**src/sv/biq_pkg.sv**
```systemverilog
// ----------------------------------------------------------------------------
// biq_pkg: shared constants and types for the biquad filter
// Default widths, register index codes and fixed datapath sizes.
// ----------------------------------------------------------------------------
package biq_pkg;

  localparam int SAMPLE_BITS_DEF = 16;
  localparam int COEF_BITS_DEF   = 16;
  localparam int ACC_BITS_DEF    = 32;

  localparam int OUT_BITS     = 32;
  localparam int SHIFT_BITS   = 5;
  localparam int RES_BITS     = 30;
  localparam int CFG_IDX_BITS = 3;

  localparam logic [SHIFT_BITS-1:0] MAX_SHIFT = SHIFT_BITS'(30);

  typedef enum logic [CFG_IDX_BITS-1:0] {
    REG_COEF_B0    = 3'd0,
    REG_COEF_B1    = 3'd1,
    REG_COEF_B2    = 3'd2,
    REG_COEF_A1    = 3'd3,
    REG_COEF_A2    = 3'd4,
    REG_FRAC_SHIFT = 3'd5
  } cfg_reg_e;

  // shift amounts above the supported range clamp to the maximum
  function automatic logic [SHIFT_BITS-1:0] clamp_shift(input logic [SHIFT_BITS-1:0] s);
    return (s > MAX_SHIFT) ? MAX_SHIFT : s;
  endfunction

endpackage

```
**src/sv/biq_front.sv**
```systemverilog
// ----------------------------------------------------------------------------
// biq_front: input request queue
// Two-entry queue that takes samples from the input channel and hands
// them to the datapath; stalls the input only when full.
// ----------------------------------------------------------------------------
module biq_front #(
  parameter int SAMPLE_BITS = biq_pkg::SAMPLE_BITS_DEF
) (
  input  logic                   clk_i,
  input  logic                   rst_ni,
  input  logic                   in_valid_i,
  output logic                   in_stall_o,
  input  logic [SAMPLE_BITS-1:0] sample_in_i,
  output logic                   q_valid_o,
  output logic [SAMPLE_BITS-1:0] q_sample_o,
  input  logic                   q_pop_i
);

  logic [SAMPLE_BITS-1:0] mem_q [2];
  logic                   wr_ptr_q, wr_ptr_d;
  logic                   rd_ptr_q, rd_ptr_d;
  logic [1:0]             cnt_q, cnt_d;
  logic                   push;

  assign in_stall_o = (cnt_q == 2'd2);
  assign push       = in_valid_i && !in_stall_o;
  assign q_valid_o  = (cnt_q != 2'd0);
  assign q_sample_o = mem_q[rd_ptr_q];

  always_comb begin
    wr_ptr_d = push    ? !wr_ptr_q : wr_ptr_q;
    rd_ptr_d = q_pop_i ? !rd_ptr_q : rd_ptr_q;
    cnt_d    = cnt_q;
    if (push && !q_pop_i) begin
      cnt_d = cnt_q + 2'd1;
    end else if (!push && q_pop_i) begin
      cnt_d = cnt_q - 2'd1;
    end
  end

  always_ff @(posedge clk_i or negedge rst_ni) begin
    if (!rst_ni) begin
      wr_ptr_q <= 1'b0;
      rd_ptr_q <= 1'b0;
      cnt_q    <= 2'd0;
    end else begin
      wr_ptr_q <= wr_ptr_d;
      rd_ptr_q <= rd_ptr_d;
      cnt_q    <= cnt_d;
    end
  end

  always_ff @(posedge clk_i) begin
    if (push) begin
      mem_q[wr_ptr_q] <= sample_in_i;
    end
  end

  a_cnt_range: assert property (@(posedge clk_i) disable iff (!rst_ni)
    cnt_q != 2'd3) else $error("queue count out of range");

  a_no_underflow: assert property (@(posedge clk_i) disable iff (!rst_ni)
    q_pop_i |-> cnt_q != 2'd0) else $error("pop from empty queue");

endmodule

```
**src/sv/biq_back.sv**
```systemverilog
// ----------------------------------------------------------------------------
// biq_back: biquad datapath
// Coefficient registers, filter history, residue feedback and the
// output register. One sample per cycle while the output is not stalled.
// ----------------------------------------------------------------------------
module biq_back #(
  parameter int SAMPLE_BITS   = biq_pkg::SAMPLE_BITS_DEF,
  parameter int COEF_BITS     = biq_pkg::COEF_BITS_DEF,
  parameter int ACC_BITS      = biq_pkg::ACC_BITS_DEF,
  parameter int CFG_DATA_BITS = COEF_BITS
) (
  input  logic                               clk_i,
  input  logic                               rst_ni,
  input  logic                               cfg_we_i,
  input  logic [biq_pkg::CFG_IDX_BITS-1:0]   cfg_idx_i,
  input  logic [CFG_DATA_BITS-1:0]           cfg_wdata_i,
  input  logic                               q_valid_i,
  input  logic [SAMPLE_BITS-1:0]             q_sample_i,
  output logic                               q_pop_o,
  output logic                               out_valid_o,
  input  logic                               out_stall_i,
  output logic [biq_pkg::OUT_BITS-1:0]       sample_out_o
);

  localparam int OB = biq_pkg::OUT_BITS;
  localparam int RB = biq_pkg::RES_BITS;
  localparam int SB = biq_pkg::SHIFT_BITS;

  logic signed [COEF_BITS-1:0]   b0_q, b1_q, b2_q, a1_q, a2_q;
  logic        [SB-1:0]          shift_q;
  logic signed [SAMPLE_BITS-1:0] x1_q, x2_q;
  logic signed [OB-1:0]          y1_q, y2_q;
  logic        [RB-1:0]          res_q, res_d;
  logic                          out_valid_q;
  logic        [OB-1:0]          out_data_q;

  logic signed [SAMPLE_BITS-1:0] xs;
  logic signed [ACC_BITS-1:0]    xe, x1e, x2e, y1e, y2e;
  logic signed [ACC_BITS-1:0]    b0e, b1e, b2e, a1e, a2e;
  logic        [ACC_BITS-1:0]    pb0, pb1, pb2, pa1, pa2;
  logic        [ACC_BITS-1:0]    acc;
  logic        [SB-1:0]          q_eff;
  logic        [OB-1:0]          y_d;

  always_ff @(posedge clk_i or negedge rst_ni) begin
    if (!rst_ni) begin
      b0_q    <= '0;
      b1_q    <= '0;
      b2_q    <= '0;
      a1_q    <= '0;
      a2_q    <= '0;
      shift_q <= '0;
    end else if (cfg_we_i) begin
      case (biq_pkg::cfg_reg_e'(cfg_idx_i))
        biq_pkg::REG_COEF_B0:    b0_q    <= cfg_wdata_i[COEF_BITS-1:0];
        biq_pkg::REG_COEF_B1:    b1_q    <= cfg_wdata_i[COEF_BITS-1:0];
        biq_pkg::REG_COEF_B2:    b2_q    <= cfg_wdata_i[COEF_BITS-1:0];
        biq_pkg::REG_COEF_A1:    a1_q    <= cfg_wdata_i[COEF_BITS-1:0];
        biq_pkg::REG_COEF_A2:    a2_q    <= cfg_wdata_i[COEF_BITS-1:0];
        biq_pkg::REG_FRAC_SHIFT: shift_q <= cfg_wdata_i[SB-1:0];
        default: ;
      endcase
    end
  end

  assign q_pop_o = q_valid_i && (!out_valid_q || !out_stall_i);
  assign xs      = q_sample_i;

  assign xe  = xs;
  assign x1e = x1_q;
  assign x2e = x2_q;
  assign y1e = y1_q;
  assign y2e = y2_q;
  assign b0e = b0_q;
  assign b1e = b1_q;
  assign b2e = b2_q;
  assign a1e = a1_q;
  assign a2e = a2_q;

  assign pb0 = b0e * xe;
  assign pb1 = b1e * x1e;
  assign pb2 = b2e * x2e;
  assign pa1 = a1e * y1e;
  assign pa2 = a2e * y2e;

  assign q_eff = biq_pkg::clamp_shift(shift_q);
  assign acc   = pb0 + pb1 + pb2 - pa1 - pa2 + {{(ACC_BITS-RB){1'b0}}, res_q};
  assign y_d   = OB'($signed(acc) >>> q_eff);
  assign res_d = RB'(acc & ~({ACC_BITS{1'b1}} << q_eff));

  always_ff @(posedge clk_i or negedge rst_ni) begin
    if (!rst_ni) begin
      x1_q        <= '0;
      x2_q        <= '0;
      y1_q        <= '0;
      y2_q        <= '0;
      res_q       <= '0;
      out_valid_q <= 1'b0;
    end else begin
      if (q_pop_o) begin
        x1_q  <= xs;
        x2_q  <= x1_q;
        y1_q  <= y_d;
        y2_q  <= y1_q;
        res_q <= res_d;
      end
      if (q_pop_o) begin
        out_valid_q <= 1'b1;
      end else if (!out_stall_i) begin
        out_valid_q <= 1'b0;
      end
    end
  end

  always_ff @(posedge clk_i) begin
    if (q_pop_o) begin
      out_data_q <= y_d;
    end
  end

  assign out_valid_o  = out_valid_q;
  assign sample_out_o = out_data_q;

  a_pop_gives_out: assert property (@(posedge clk_i) disable iff (!rst_ni)
    q_pop_o |=> out_valid_q) else $error("popped sample produced no result");

  a_feedback: assert property (@(posedge clk_i) disable iff (!rst_ni)
    q_pop_o |=> (y1_q == out_data_q) && (y2_q == $past(y1_q)))
    else $error("output history out of step");

  a_residue_bits: assert property (@(posedge clk_i) disable iff (!rst_ni)
    q_pop_o |=> (({{(ACC_BITS-RB){1'b0}}, res_q} >> $past(q_eff)) == '0))
    else $error("residue wider than shift");

  a_no_overwrite: assert property (@(posedge clk_i) disable iff (!rst_ni)
    (out_valid_q && out_stall_i) |-> !q_pop_o)
    else $error("held result overwritten");

endmodule

```
**src/sv/biquad_iir_filter_with_residue.sv**
```systemverilog
// ----------------------------------------------------------------------------
// biquad_iir_filter_with_residue: direct form 1 biquad with error feedback
// y = (b0*x + b1*x1 + b2*x2 - a1*y1 - a2*y2 + residue) >>> frac_shift,
// the shifted-out bits are fed back as the next residue.
//
//   channel  | direction | handshake              | payload
//   ---------+-----------+------------------------+----------------------
//   input    | in        | in_valid_i/in_stall_o  | sample_in_i
//   output   | out       | out_valid_o/out_stall_i| sample_out_o
//   config   | in        | cfg_we_i               | cfg_idx_i, cfg_wdata_i
//
// One sample per cycle while the output is not stalled; a request accepted into
// the two-entry input queue is popped from it into the output register when the
// output register is free or its result is being taken.
// The rate is set by the loop through the output history multipliers.
// Reset clears coefficients, shift, history, residue, the queue and output valid.
// A stalled output holds its result; the input stalls only when the queue fills.
// ----------------------------------------------------------------------------
module biquad_iir_filter_with_residue #(
  parameter int SAMPLE_BITS = biq_pkg::SAMPLE_BITS_DEF,
  parameter int COEF_BITS   = biq_pkg::COEF_BITS_DEF,
  parameter int ACC_BITS    = biq_pkg::ACC_BITS_DEF
) (
  input  logic                                         clk_i,
  input  logic                                         rst_ni,
  input  logic                                         cfg_we_i,
  input  logic [biq_pkg::CFG_IDX_BITS-1:0]             cfg_idx_i,
  input  logic [((COEF_BITS > biq_pkg::SHIFT_BITS) ?
                 COEF_BITS : biq_pkg::SHIFT_BITS)-1:0] cfg_wdata_i,
  input  logic                                         in_valid_i,
  output logic                                         in_stall_o,
  input  logic [SAMPLE_BITS-1:0]                       sample_in_i,
  output logic                                         out_valid_o,
  input  logic                                         out_stall_i,
  output logic [biq_pkg::OUT_BITS-1:0]                 sample_out_o
);

  localparam int CfgDataBits = (COEF_BITS > biq_pkg::SHIFT_BITS) ?
                               COEF_BITS : biq_pkg::SHIFT_BITS;

  logic                   q_valid;
  logic [SAMPLE_BITS-1:0] q_sample;
  logic                   q_pop;

  biq_front #(
    .SAMPLE_BITS(SAMPLE_BITS)
  ) u_front (
    .clk_i      (clk_i),
    .rst_ni     (rst_ni),
    .in_valid_i (in_valid_i),
    .in_stall_o (in_stall_o),
    .sample_in_i(sample_in_i),
    .q_valid_o  (q_valid),
    .q_sample_o (q_sample),
    .q_pop_i    (q_pop)
  );

  biq_back #(
    .SAMPLE_BITS  (SAMPLE_BITS),
    .COEF_BITS    (COEF_BITS),
    .ACC_BITS     (ACC_BITS),
    .CFG_DATA_BITS(CfgDataBits)
  ) u_back (
    .clk_i       (clk_i),
    .rst_ni      (rst_ni),
    .cfg_we_i    (cfg_we_i),
    .cfg_idx_i   (cfg_idx_i),
    .cfg_wdata_i (cfg_wdata_i),
    .q_valid_i   (q_valid),
    .q_sample_i  (q_sample),
    .q_pop_o     (q_pop),
    .out_valid_o (out_valid_o),
    .out_stall_i (out_stall_i),
    .sample_out_o(sample_out_o)
  );

endmodule

```
**config.mk**
```make
export PLATFORM = sky130hd
export DESIGN_NAME = biquad_iir_filter_with_residue
export DESIGN_NICKNAME = d
export VERILOG_FILES = /design/src/sv/biq_pkg.sv /design/src/sv/biq_front.sv /design/src/sv/biq_back.sv /design/src/sv/biquad_iir_filter_with_residue.sv
export SDC_FILE = /design/constraint.sdc
export NUM_CORES = 2
export LEC_CHECK = 0
export ABC_AREA = 1
export BUFFER_PORTS_ARGS = -buffer_cell sky130_fd_sc_hd__buf_2
export CORE_ASPECT_RATIO = 1.25
export CORE_MARGIN = 3
export CORE_UTILIZATION = 45
export DETAILED_ROUTE_END_ITERATION = 7
export HOLD_SLACK_MARGIN = 0.05
export PLACE_DENSITY = 0.58
export SYNTH_ARGS = -nofsm -noshare
export SYNTH_HDL_FRONTEND = slang
export SYNTH_SLANG_ARGS = --single-unit
```
**constraint.sdc**
```tcl
create_clock -name clk_i -period 12.8 [get_ports clk_i]
set_input_delay 2.56 -clock clk_i [delete_from_list [all_inputs] [get_ports clk_i]]
set_output_delay 2.56 -clock clk_i [all_outputs]
set_load 0.01 [all_outputs]
```
# == After elaboration in Yosys (flattened, before gate mapping) ==
# Memories as Yosys holds them, arrays and structs flattened.
# Cells that the tools add are included.
# W data, S select, Z words.
# word_totals
latch_bits,0
wordCells,69
output_inout_bits,34
romBits,0
ramBits,32
in_bits,40
regBits,248
n_memories,1
# classes
n_reduce_logical,21
eq_ne,7
mul,5
bitwise,2
add_sub_neg,7
magnitude_cmp,1
div,0
n_mux,7
n_shift,2
# memory_table
memory,depth,word_bits,rd,rd_clocked_by_memory_dff,wr,line_no,rtl
u_front.mem_q,2,16,1,0,1,biq_front.sv:19,logic [SAMPLE_BITS-1:0] mem_q [2];
# ops
operator,n
$mul A16 B16 Y32,3
$add A32 B32 Y32,2
$mul A16 B32 Y32,2
$sub A32 B32 Y32,2
$add A32 B30 Y32,1
$shl A32 B5 Y30 const A,1
$sshr A32 B5 Y32,1
$and A30 B30 Y30,1
$not A30 Y30,1
$reduce_and A2 Y1,6
$logic_not A1 Y1,7
$eq A3 B2 Y1 const B,2
$eq A3 B3 Y1 const B,2
$gt A5 B5 Y1 const B,1
$mux W5,1
$logic_and A1 B1 Y1,4
$mux W1,4
$mux W2,2
$reduce_bool A2 Y1,2
$eq A3 B1 Y1 const B,1
$logic_not A3 Y1,1
$add A2 B1 Y2 const B,1
$eq A2 B2 Y1 const B,1
$ne A2 B1 Y1 const B,1
2 further kinds,2

# == Logic depth before layout (Yosys ltp) ==
# An unclocked memory read counts as a cell.
# depth
ltp_word,8
mapped_depth,49
depth_no_buf,47

# == By module ==
# From an unflattened synthesis, not the netlist that was laid out.
# unflattened
cells_unflattened,8236
hier_area_um2,68654.6
# by_module_without_submodules
module,cells_per_inst,n_inst,seq_area_each_um2,area_per_inst_um2
biq_back,8157,1,6266.0,67230.7
biq_front,79,1,1061.0,1423.9

# == Worst setup path before layout ==
# No wires, ideal clock.
# synth_timing
kind,register -> register
startpoint,reg u_front.rd_ptr_q
endpoint,reg u_back.out_data_q[9] (netlist: u_back.sample_out_o[9]) (data pin)
setup_ps,255
path_slack_ps,3761
arrival_time_ps,8785
path_buffers,2
path_stages_with_launch,38
cell_sequence,dfrtp_1 -> inv_1 -> clkbuf_1 -> or2_2 -> o21ai_1 -> clkbuf_1 -> nor2_1 -> fa_1 -> inv_1 -> fa_1 -> fa_1 -> fa_1 -> inv_1 -> fa_1 -> inv_1 -> fa_1 -> fa_1 -> inv_1 -> [2 not listed] -> inv_1 -> fa_1 -> inv_1 -> ha_1 -> nand2_1 -> nor4_1 -> nand3_1 -> nand3_1 -> inv_1 -> o21ai_0 -> a21oi_1 -> xor2_1 -> nand2_1 -> nand3_1 -> nand3_1 -> nand3_1 -> nand3_1 -> and2_1
# synth_via
elab_chain_cells,8
# synth_lines
element,line_no,rtl
"start, declared",biq_front.sv:21,"logic rd_ptr_q, rd_ptr_d;"
"start signal, assigned",biq_front.sv:48,rd_ptr_q <= rd_ptr_d;
$mem_v2 Z2 W16,-,
$mul A16 B16 Y32,biq_back.sv:80,assign pb0 = b0e * xe;
$add A32 B32 Y32 (2 in a row),biq_back.sv:87,"assign acc = pb0 + pb1 + pb2 - pa1 - pa2 + {{(ACC_BITS-RB){1'b0}}, res_q};"
$sub A32 B32 Y32 (2 in a row),biq_back.sv:87,
$add A32 B30 Y32,biq_back.sv:87,
$sshr A32 B5 Y32,biq_back.sv:88,assign y_d = OB'($signed(acc) >>> q_eff);
named net u_back.y_d[9],biq_back.sv:43,logic [OB-1:0] y_d;
"end signal, assigned",biq_back.sv:117,out_data_q <= y_d;
"end, declared",biq_back.sv:35,logic [OB-1:0] out_data_q;
# The timed path passes the listed nets, and every way through them passes these cells.
# A chain may end at the register's enable or synchronous reset.

# == Final worst setup path ==
# layout_timing
startpoint,reg u_front.rd_ptr_q
endpoint,reg u_back.y1_q[15]
# layout_via
elab_chain_cells,8
# layout_lines
element,line_no,rtl
$mem_v2 Z2 W16,-,
$mul A16 B16 Y32,biq_back.sv:80,
$add A32 B32 Y32 (2 in a row),biq_back.sv:87,
$sub A32 B32 Y32 (2 in a row),biq_back.sv:87,
$add A32 B30 Y32,biq_back.sv:87,
named net u_back.acc[31],biq_back.sv:41,logic [ACC_BITS-1:0] acc;
$sshr A32 B5 Y32,biq_back.sv:88,
named net u_back.y_d[15],biq_back.sv:43,
"end signal, assigned",biq_back.sv:103,y1_q <= y_d;
"end, declared",biq_back.sv:32,"logic signed [OB-1:0] y1_q, y2_q;"
# The timed path passes the listed nets, and every way through them passes these cells.

==> flow_summary_export.csv <==
group,metric,value,unit
floorplan,fp.dieW,353,um
sta,fmaxAchievable,84.3,MHz
routing,ant_nets,0,
place,hpwlAfterDp,200000,um
routing,vias,50759,
worst_setup_path,worstPathArrival,12.34,ns
clock_network,post_cts_setup_buffers,0,
global_routing,grt_use_total,30.9,%
logic_synthesis,top_ff_cell_synth,"sky130_fd_sc_hd__dfrtp_1",
global_routing,initial_antenna_violation_count,15,
worst_setup_path,path_max_fanout,24,
routing,drc_errors,0,
sta,rsz_0062_raised_after_global_routing,"no",
global_routing,maximum_number_of_pins_on_one_net_before_global_route_repair,127,
logic_synthesis,ys_warn_count,0,
logic_synthesis,postSynthCellCount,8039,
place,number_of_buffers_added_on_ports,73,
clock_network,ctsResizeCount,0,
clock_network,cts_buffers,41,
routing,detailedRoute.firstIterationViolations,3725,
sta,final_max_slew_viol_count,0,
worst_setup_path,criticalPathCategory,"flop to flop",
sta,fin_tns_setup,0,ns
clock_network,h-tree-depth,2,
sta,worst_slew_pin_tran,1.33,ns
routing,detail_route.wl_per_cell,23.5,um
logic_synthesis,synth_edf_count,64,
worst_setup_path,ff2ff_path_depth,37,
logic_synthesis,syn-num-nets,10078,
hold_path,worst_hold_path_depth,2,
sta,final_period_minus_worst_setup_slack,11.87,ns
clock_network,tritoncts_clock_tree,"done",
hold_path,hold_class,"flop to flop",
logic_synthesis,cell_area_synth,67900,sq um
sta,clock-skew-final,0.0466,ns
logic_synthesis,seq_area_frac_synth,10.8,%
place,gp_routability_congestion,0.959,
floorplan,floorplan.rows,158,
clock_network,clockRootBuffer,"sky130_fd_sc_hd__clkbuf_16",
global_routing,total_grt_overflow,0,
logic_synthesis,post_synth_num_cell_types,51,
final_layout,num-nets-final,9899,
worst_setup_path,cpMostUsedCell,"sky130_fd_sc_hd__fa_1",
global_routing,grt_pass1_vias,55239,
worst_setup_path,worst-endpoint-required,13.28,ns
logic_synthesis,postSynthAreaPerCell,8.44,sq um
clock_network,clk-insertion-delay-late,0.65,ns
clock_network,clk_path_buf_depth,3,
clock_network,cts_hold_repair.buffers,0,
final_layout,final_design_area_no_fill,71500,sq um
sta,setup-violations-final,0,
routing,finalWirelength,232000,um
final_layout,utilization,48.0,%
floorplan,initial_core_util,45.5,%
logic_synthesis,yosys_register_bits,280,
final_layout,synthToLayoutAreaGrowth,5.33,%
logic_synthesis,postSynth.asyncResetShare,77.1,%
floorplan,die_h,440,um
clock_network,path_clk_slew,0.06,ns
floorplan,ioPinCount,74,
routing,avg_vias_per_cell,5.13,
worst_setup_path,crit_path_end_kind,"flop",
run,drv.max_cap_violation_count,0,
routing,first_pass_iters,6,
worst_setup_path,worst_path_max_delay_cell,"sky130_fd_sc_hd__dfrtp_1",
worst_setup_path,cp-start-kind,"flop",
sta,final.hold.worst_slack,0.493,ns
clock_network,cts_num_sinks,280,
floorplan,design.die.area,156000,sq um
status,outcome,"complete, no violations",
sta,max_slew_margin,10.5,%
global_routing,grt_first_pass_wirelength,354000,um
place,postPlaceCellArea,70000,sq um
sta,period_share,92.7,%
worst_setup_path,critical_path.max_stage_delay,0.69,ns
sta,hold_viol_final,0,
final_layout,layout_cell_share_with_drive_strength_beyond_1,4.41,%
floorplan,core_region_area,149000,sq um
## cells in the mapped netlist (all sizes together), types with 4 or more instances
master	number	share of area, %
inv	2439	13
nand2	2072	12
fa	1652	49
ha	347	6.4
clkbuf	330	1.8
dfrtp	216	8.0
o21ai	206	1.5
nor2	205	1.1
nand3	173	1.3
buf	78	0.54
edfxtp	64	2.8
or2	59	0.54
xnor2	41	0.54
a21oi	37	0.27
xor2	31	0.40
a31oi	16	0.15
o211ai	7	0.077
clkinv	6	0.033
o31ai	6	0.066
mux2i	5	0.074
nand3b	5	0.055
nor3	5	0.037
a21o	4	0.044
a32o	4	0.059
and2	4	0.037
o21bai	4	0.044
o221ai	4	0.052
## cells by family after synthesis
logic type,Yosys count,synth area share (%)
buf+inv,2853,15.9
simple gates,2527,14.7
fa+ha+maj,1999,55.1
compound gates,301,2.46
flops,280,10.8
xor+xnor,73,0.973
mux,5,0.0738
other cells,1,0.00553
## flip-flops by register name, indices dropped and copies added, names as in the netlist
| signal | cells |
|---|---|
| u_back.b0_q | 16 |
| u_back.b2_q | 16 |
| u_front.cnt_q | 2 |
| u_back.a2_q | 16 |
| u_back.a1_q | 16 |
| u_back.sample_out_o | 32 |
| u_back.b1_q | 16 |
| u_front.mem_q | 32 |
| u_back.res_q | 30 |
| u_back.out_valid_o | 1 |
| u_back.shift_q | 5 |
| u_back.x1_q | 16 |
| u_back.y2_q | 32 |
| u_front.rd_ptr_q | 1 |
| u_front.wr_ptr_q | 1 |
| u_back.y1_q | 32 |
| u_back.x2_q | 16 |
## critical path: cells and delay by family (launching register included)
family / cells / cell delay (ns)
AO/OA/AOI/OAI: 7 / 1.86
adder cells (fa/ha/maj): 11 / 5.84
buffers and inverters: 9 / 1.28
flip-flops: 1 / 0.69
AND/OR/NAND/NOR: 10 / 2.02
## cell usage in the layout (no fill, tap or decap), drive strengths merged, types with 3 or more instances in the layout
master,count
a21o,4
o221ai,4
a32o,4
nor3,5
mux2i,5
xor2,31
xnor2,41
o21ai,206
a31oi,16
nand3b,5
o21bai,4
edfxtp,64
fa,1652
nand3,173
bufinv,6
clkbuf,50
o22ai,3
o21a,3
inv,2445
nand2,2072
a21oi,37
or2,59
o211ai,7
nor2,205
dfrtp,216
and2,4
clkinvlp,5
o31ai,6
buf,186
ha,347
clkinv,14
## metrics by stage
step / cells / setup WS (ns)
floorplan: 8039 / 3.76
global placement: 9817 / 1.15
detailed placement: 9817 / 1.08
CTS: 9892 / 1.01
global route: 9892 / 0.499
finish: 9894 / 0.933
## final timing paths
| path | start | to | slack (ns) |
|---|---|---|---|
| setup / recovery | u_front.rd_ptr_q$_DFFE_PN0P_ | u_back.y1_q[15]$_DFFE_PN0P_ | 0.93 |
| hold / removal | u_back.a2_q[4]$_DFFE_PN0P_ | u_back.a2_q[4]$_DFFE_PN0P_ | 0.49 |
| setup reg to reg | u_front.rd_ptr_q$_DFFE_PN0P_ | u_back.y1_q[15]$_DFFE_PN0P_ | 0.93 |
| hold reg to reg | u_back.a2_q[4]$_DFFE_PN0P_ | u_back.a2_q[4]$_DFFE_PN0P_ | 0.49 |
| max in group asynchronous | rst_ni | u_back.x2_q[10]$_DFFE_PN0P_ | 9.40 |
| min in group asynchronous | rst_ni | u_front.cnt_q[0]$_DFFE_PN0P_ | 1.91 |
## layer usage
| metal | track usage (%) | vias up | part of all wire, % |
|---|---|---|---|
| met2 | 52.2 | 1952 | 48 |
| met1 | 38.2 | 26272 | 38 |
| met3 | 6.16 | 567 | 7.8 |
| met4 | 14.7 | 10 | 5.9 |
| met5 | 0 | - | 0.049 |
| li1 | - | 21958 | - |
## area by class of cell
type,count,area [sq um]
Fill cell,14641,77600
Multi-Input combinational cell,4906,49800
Inverter,2445,9180
Sequential cell,280,7330
Tap cell,2000,2500
Timing Repair Buffer,186,1240
Clock buffer,50,1120
Clock inverter,25,317
Antenna cell,2,5.00
Power is not shown: default switching activity piles up to over one toggle a cycle in this logic, so the estimate is an artifact.
